### src/design/wsd_pkg.sv
// types and constants shared by the task deque controller, datapath and top level
// no dependencies
package wsd_pkg;

	localparam logic [1:0] MODE_PUSH  = 2'd0;
	localparam logic [1:0] MODE_POP   = 2'd1;
	localparam logic [1:0] MODE_STEAL = 2'd2;
	localparam logic [1:0] MODE_GIVE  = 2'd3;

	localparam logic [1:0] ST_OK    = 2'd0;
	localparam logic [1:0] ST_FULL  = 2'd1;
	localparam logic [1:0] ST_EMPTY = 2'd2;

	localparam int unsigned OCC_W = 7;

	typedef struct packed {
		logic [1:0]  mode;
		logic [63:0] value;
	} req_t;

	typedef struct packed {
		logic [63:0]      value_out;
		logic [1:0]       status;
		logic             last_of_run;
		logic [OCC_W-1:0] occupancy;
	} res_t;

	typedef struct packed {
		logic       wr_tail;
		logic       wr_head;
		logic       rd_tail;
		logic       rd_head;
		logic       steal_load;
		logic       emit;
		logic       last;
		logic [1:0] status;
	} wsd_cmd_t;

	typedef struct packed {
		logic full;
		logic empty;
		logic run_last;
	} wsd_stat_t;

endpackage

### src/design/wsd_ctrl.sv
// deque controller: request decode and steal run sequencing
// depends on wsd_pkg
module wsd_ctrl (
	input  logic               clk,
	input  logic               arst_n,
	input  logic               start,
	input  logic [1:0]         mode,
	input  wsd_pkg::wsd_stat_t stat,
	output wsd_pkg::wsd_cmd_t  cmd,
	output logic               busy
);

	typedef enum logic {
		S_IDLE,
		S_STEAL
	} state_t;

	state_t state_q;
	logic   busy_q;

	always_comb begin
		cmd = '0;
		unique case (state_q)
			S_IDLE: begin
				if (start) begin
					cmd.last = 1'b1;
					unique case (mode)
						wsd_pkg::MODE_PUSH: begin
							cmd.emit = 1'b1;
							if (stat.full) begin
								cmd.status = wsd_pkg::ST_FULL;
							end else begin
								cmd.wr_tail = 1'b1;
								cmd.status  = wsd_pkg::ST_OK;
							end
						end
						wsd_pkg::MODE_GIVE: begin
							cmd.emit = 1'b1;
							if (stat.full) begin
								cmd.status = wsd_pkg::ST_FULL;
							end else begin
								cmd.wr_head = 1'b1;
								cmd.status  = wsd_pkg::ST_OK;
							end
						end
						wsd_pkg::MODE_POP: begin
							cmd.emit = 1'b1;
							if (stat.empty) begin
								cmd.status = wsd_pkg::ST_EMPTY;
							end else begin
								cmd.rd_tail = 1'b1;
								cmd.status  = wsd_pkg::ST_OK;
							end
						end
						wsd_pkg::MODE_STEAL: begin
							if (stat.empty) begin
								cmd.emit   = 1'b1;
								cmd.status = wsd_pkg::ST_EMPTY;
							end else begin
								cmd.steal_load = 1'b1;
							end
						end
						default: begin
							cmd = '0;
						end
					endcase
				end
			end
			S_STEAL: begin
				cmd.rd_head = 1'b1;
				cmd.emit    = 1'b1;
				cmd.status  = wsd_pkg::ST_OK;
				cmd.last    = stat.run_last;
			end
			default: begin
				cmd = '0;
			end
		endcase
	end

	always_ff @(posedge clk or negedge arst_n) begin
		if (!arst_n) begin
			state_q <= S_IDLE;
			busy_q  <= 1'b0;
		end else begin
			unique case (state_q)
				S_IDLE: begin
					if (cmd.steal_load) begin
						state_q <= S_STEAL;
						busy_q  <= 1'b1;
					end
				end
				S_STEAL: begin
					if (stat.run_last) begin
						state_q <= S_IDLE;
						busy_q  <= 1'b0;
					end
				end
				default: begin
					state_q <= S_IDLE;
					busy_q  <= 1'b0;
				end
			endcase
		end
	end

	assign busy = busy_q;

endmodule

### config.mk
export PLATFORM = sky130hd
export DESIGN_NAME = wsd_ctrl
export DESIGN_NICKNAME = d
export VERILOG_FILES = /design/src/design/wsd_pkg.sv /design/src/design/wsd_ctrl.sv
export SDC_FILE = /design/constraint.sdc
export NUM_CORES = 1
export LEC_CHECK = 0
export ABC_CLOCK_PERIOD_IN_PS = 1500
export BUFFER_PORTS_ARGS = -buffer_cell sky130_fd_sc_hd__buf_2
export CAP_MARGIN = 15
export CELL_PAD_IN_SITES_DETAIL_PLACEMENT = 2
export CELL_PAD_IN_SITES_GLOBAL_PLACEMENT = 2
export CORE_AREA = 10 10 47 49
export CTS_BUF_LIST = sky130_fd_sc_hd__clkbuf_2 sky130_fd_sc_hd__clkbuf_4 sky130_fd_sc_hd__clkbuf_8
export DETAILED_ROUTE_END_ITERATION = 16
export DIE_AREA = 0 0 57 59
export PLACE_DENSITY = 0.68
export SLEW_MARGIN = 20
export SYNTH_ARGS = -nofsm -noshare
export SYNTH_HDL_FRONTEND = slang
export SYNTH_SLANG_ARGS = --single-unit
### constraint.sdc
create_clock -name clk -period 1.5 [get_ports clk]
set_input_delay 0.075 -clock clk [delete_from_list [all_inputs] [get_ports clk]]
set_output_delay 0.075 -clock clk [all_outputs]
set_load 0.05 [all_outputs]
==> insert_results.sql <==
INSERT INTO impl_metrics (metric_group, metric, value, unit) VALUES
('status', 'outcome', 'finished clean', ''),
('pwr', 'power.static_leakage', '0.2058', 'nW'),
('placed_design', 'port-buffer-count', '17', ''),
('sta', 'clock_skew', '0.001113', 'ns'),
('synthesis', 'synth_cell_type_count', '14', ''),
('critical_path', 'worst_ep_arrival', '1.31', 'ns'),
('synthesis', 'synth_largest_area_cell', 'sky130_fd_sc_hd__dfrtp_1', ''),
('critical_path', 'reg2reg_setup_slack', '0.61', 'ns'),
('sta', 'setup_viol_count_final', '0', ''),
('cells_and_area', 'n_antenna_cell', '0', ''),
('routing', 'vias', '256', ''),
('synthesis', 'synthDominantCellAreaShare', '20.20', '%'),
('placed_design', 'finalWeightedCongestion', '0.6166', ''),
('critical_path', 'worstSetupStartpointType', 'register', ''),
('placed_design', 'place_area', '334.1', 'um2'),
('routing', 'wl_per_cell', '13.90', 'um'),
('hold_path', 'min_delay_path_depth', '2', ''),
('placed_design', 'pre_cts_setup_slack', '0.3367', 'ns'),
('pwr', 'clkPwrFrac', '34.6', '%'),
('floorplanning', 'vertical_die_dimension', '59', 'um'),
('clock_tree', 'clock_tree.buffer_depth', '2', ''),
('critical_path', 'worstReg2RegEnd', 'state_q$_DFF_PN0_', ''),
('clock_tree', 'clock_latency', '0.22', 'ns'),
('synthesis', 'synthCells', '26', ''),
('cells_and_area', 'final_net_count', '59', ''),
('critical_path', 'r2r.worst_path.cells', '2', ''),
('critical_path', 'cp_slowest_cell', 'sky130_fd_sc_hd__dfrtp_1', ''),
('synthesis', 'synth-edff-count', '0', ''),
('hold_path', 'min_delay_worst_endpoint', 'state_q$_DFF_PN0_', ''),
('sta', 'post-route-period-util', '92.38', '%'),
('critical_path', 'cp-end-kind', 'output port', ''),
('floorplanning', 'fp.dieArea', '3363', 'um2'),
('grt', 'via_count_of_the_first_global_routing_pass', '314', ''),
('grt', 'grt.total_usage', '5.416', '%'),
('placed_design', 'place.detailed.hpwl', '689.5', 'um'),
('grt', 'initial_antenna_violation_count', '0', ''),
('run', 'maxCapViolations', '0', ''),
('floorplanning', 'initial_core_utilization', '17.68', '%'),
('pwr', 'p_sw', '0.1410', 'mW'),
('sta', 'max_slew_margin', '82.98', '%'),
('floorplanning', 'io_pins', '18', ''),
('routing', 'antenna_left', '0', ''),
('synthesis', 'ys_dominant_reg_cell', 'sky130_fd_sc_hd__dfrtp_1', ''),
('critical_path', 'path_max_fanout', '9', ''),
('critical_path', 'cp_slowest_stage_delay', '0.43', 'ns'),
('pwr', 'comb_power_share', '45.3', '%'),
('grt', 'grt_pass1_wl', '1.455', 'mm'),
('sta', 'setup_total_negative_slack', '0', 'ns'),
('sta', 'final-max-slew-violation-count', '0', ''),
('hold_path', 'min_delay_startpoint', 'stat[0]', ''),
('routing', 'drc_errors', '0', ''),
('grt', 'remaining_overflow_grt', '0', ''),
('clock_tree', 'cts_max_level', '1', ''),
('sta', 'measured_slew_at_the_worst_slew_check_pin', '0.2571', 'ns'),
('pwr', 'swShare', '41.76', '%'),
('cells_and_area', 'fillCellCount', '190', ''),
('synthesis', 'postSynthRegisterBits', '2', ''),
('clock_tree', 'cts_setup_buffers', '0', ''),
('clock_tree', 'cts_root_buffer', 'sky130_fd_sc_hd__clkbuf_4', ''),
('pwr', 'power', '0.3376', 'mW'),
('clock_tree', 'clkSinkCount', '2', ''),
('floorplanning', 'die_width', '57', 'um'),
('synthesis', 'post_synth_main_area_contributors', 'sky130_fd_sc_hd__dfrtp_1 20%, sky130_fd_sc_hd__ha_1 20%, sky130_fd_sc_hd__nor3b_2 20%', ''),
('pwr', 'p_seq_share', '20.1', '%'),
('floorplanning', 'core.rowCount', '14', ''),
('hold_path', 'min-delay-path-class', 'input pin to register', ''),
('synthesis', 'syn-num-nets', '38', ''),
('critical_path', 'critical_path_class', 'register to output port', ''),
('sta', 'post-route-min-period', '1.386', 'ns'),
('floorplanning', 'core-area', '1401', 'um2'),
('cells_and_area', 'area_delta_synth_final', '48.99', '%');
## through the flow
step                instances  util [%]
floorplan                  26         -
global placement           57     23.84
detailed placement         57     23.84
CTS                        61     26.16
global route               61     26.34
finish                     61     26.34
## power groups by stage
| stage | sequential [mW] | combinational (mW) | clock, mW |
|---|---|---|---|
| after global routing | 0.0699 | 0.165 | 0.127 |
| after CTS | 0.0680 | 0.156 | 0.125 |
| after detailed placement | 0.0684 | 0.153 | 0 |
| after floorplan | 0.0932 | 0.0902 | 0 |
| final | 0.0679 | 0.153 | 0.117 |
| after global placement | 0.0684 | 0.152 | 0 |
## logic make-up (layout without fill, tap and decap cells)
family                   Yosys count  after routing  share of synthesized area, %
AND/OR/NAND/NOR                   11             11                         35.86
buffers and inverters              5             24                         12.12
adder cells (fa/ha/maj)            4              4                         20.20
AO/OA/AOI/OAI                      4              4                         11.62
flip-flops                         2              2                         20.20
## layer usage
metal | track usage [%] | share of wire (%)
met5 | 0 | 0
met4 | 2.013 | 0
met2 | 8.062 | 41
met3 | 5.150 | 20
met1 | 5.144 | 39
## layout by cell type, fill, tap and decap left out
master                          Yosys  routed
sky130_fd_sc_hd__buf_2              0      16
sky130_fd_sc_hd__nor3b_2            4       4
sky130_fd_sc_hd__ha_1               4       4
sky130_fd_sc_hd__clkbuf_4           0       4
sky130_fd_sc_hd__inv_1              3       3
sky130_fd_sc_hd__nand2_1            3       3
sky130_fd_sc_hd__nor2_1             2       2
sky130_fd_sc_hd__dfrtp_1            2       2
sky130_fd_sc_hd__nand2b_4           1       1
sky130_fd_sc_hd__nand2b_1           1       1
sky130_fd_sc_hd__o22ai_1            1       1
sky130_fd_sc_hd__a21o_1             1       1
sky130_fd_sc_hd__a21bo_2            1       1
sky130_fd_sc_hd__o21ai_1            1       1
sky130_fd_sc_hd__dlygate4sd3_1      0       1
## registers in the layout (all words and copies together), names as in the netlist
name     cells
busy         1
state_q      1
## critical path: cells and delay by family (launching register included)
family                 cells  cell delay (ns)
AND/OR/NAND/NOR            2             0.38
buffers and inverters      1             0.28
flip-flops                 1             0.43
## final cells by class
type / instances / area (um2) / area share [%]
multi-input combinational: 19 / 167.7 / 45.42
timing repair buffer: 18 / 97.59 / 26.44
sequential: 2 / 50.05 / 13.56
clock buffer: 3 / 22.52 / 6.102
tap: 16 / 20.02 / 5.424
inverter: 3 / 11.26 / 3.051
## what timing repair did
| item | 4_1_cts | 5_1_grt |
|---|---|---|
| resized for setup | 0 | 1 |
| hold buffers | 1 | 0 |
| endpoints found under the setup margin | 0 | 1 |
| hold endpoints to repair | 2 | 0 |
## how the worst max path moves through the flow
| stage | start | to | slack (ns) | depth (start not counted) |
|---|---|---|---|---|
| 3_5_place_dp | state_q$_DFF_PN0_ | cmd[6] | 0.34 | 3 |
| 2_1_floorplan | state_q$_DFF_PN0_ | cmd[6] | 0.07 | 3 |
| 3_3_place_gp | state_q$_DFF_PN0_ | cmd[6] | 0.35 | 3 |
| 5_1_grt | state_q$_DFF_PN0_ | cmd[7] | 0.02 | 3 |
| 4_1_cts | state_q$_DFF_PN0_ | cmd[6] | 0.08 | 3 |
| 6_report | state_q$_DFF_PN0_ | cmd[7] | 0.11 | 3 |
(Power assumes the default switching activity.)
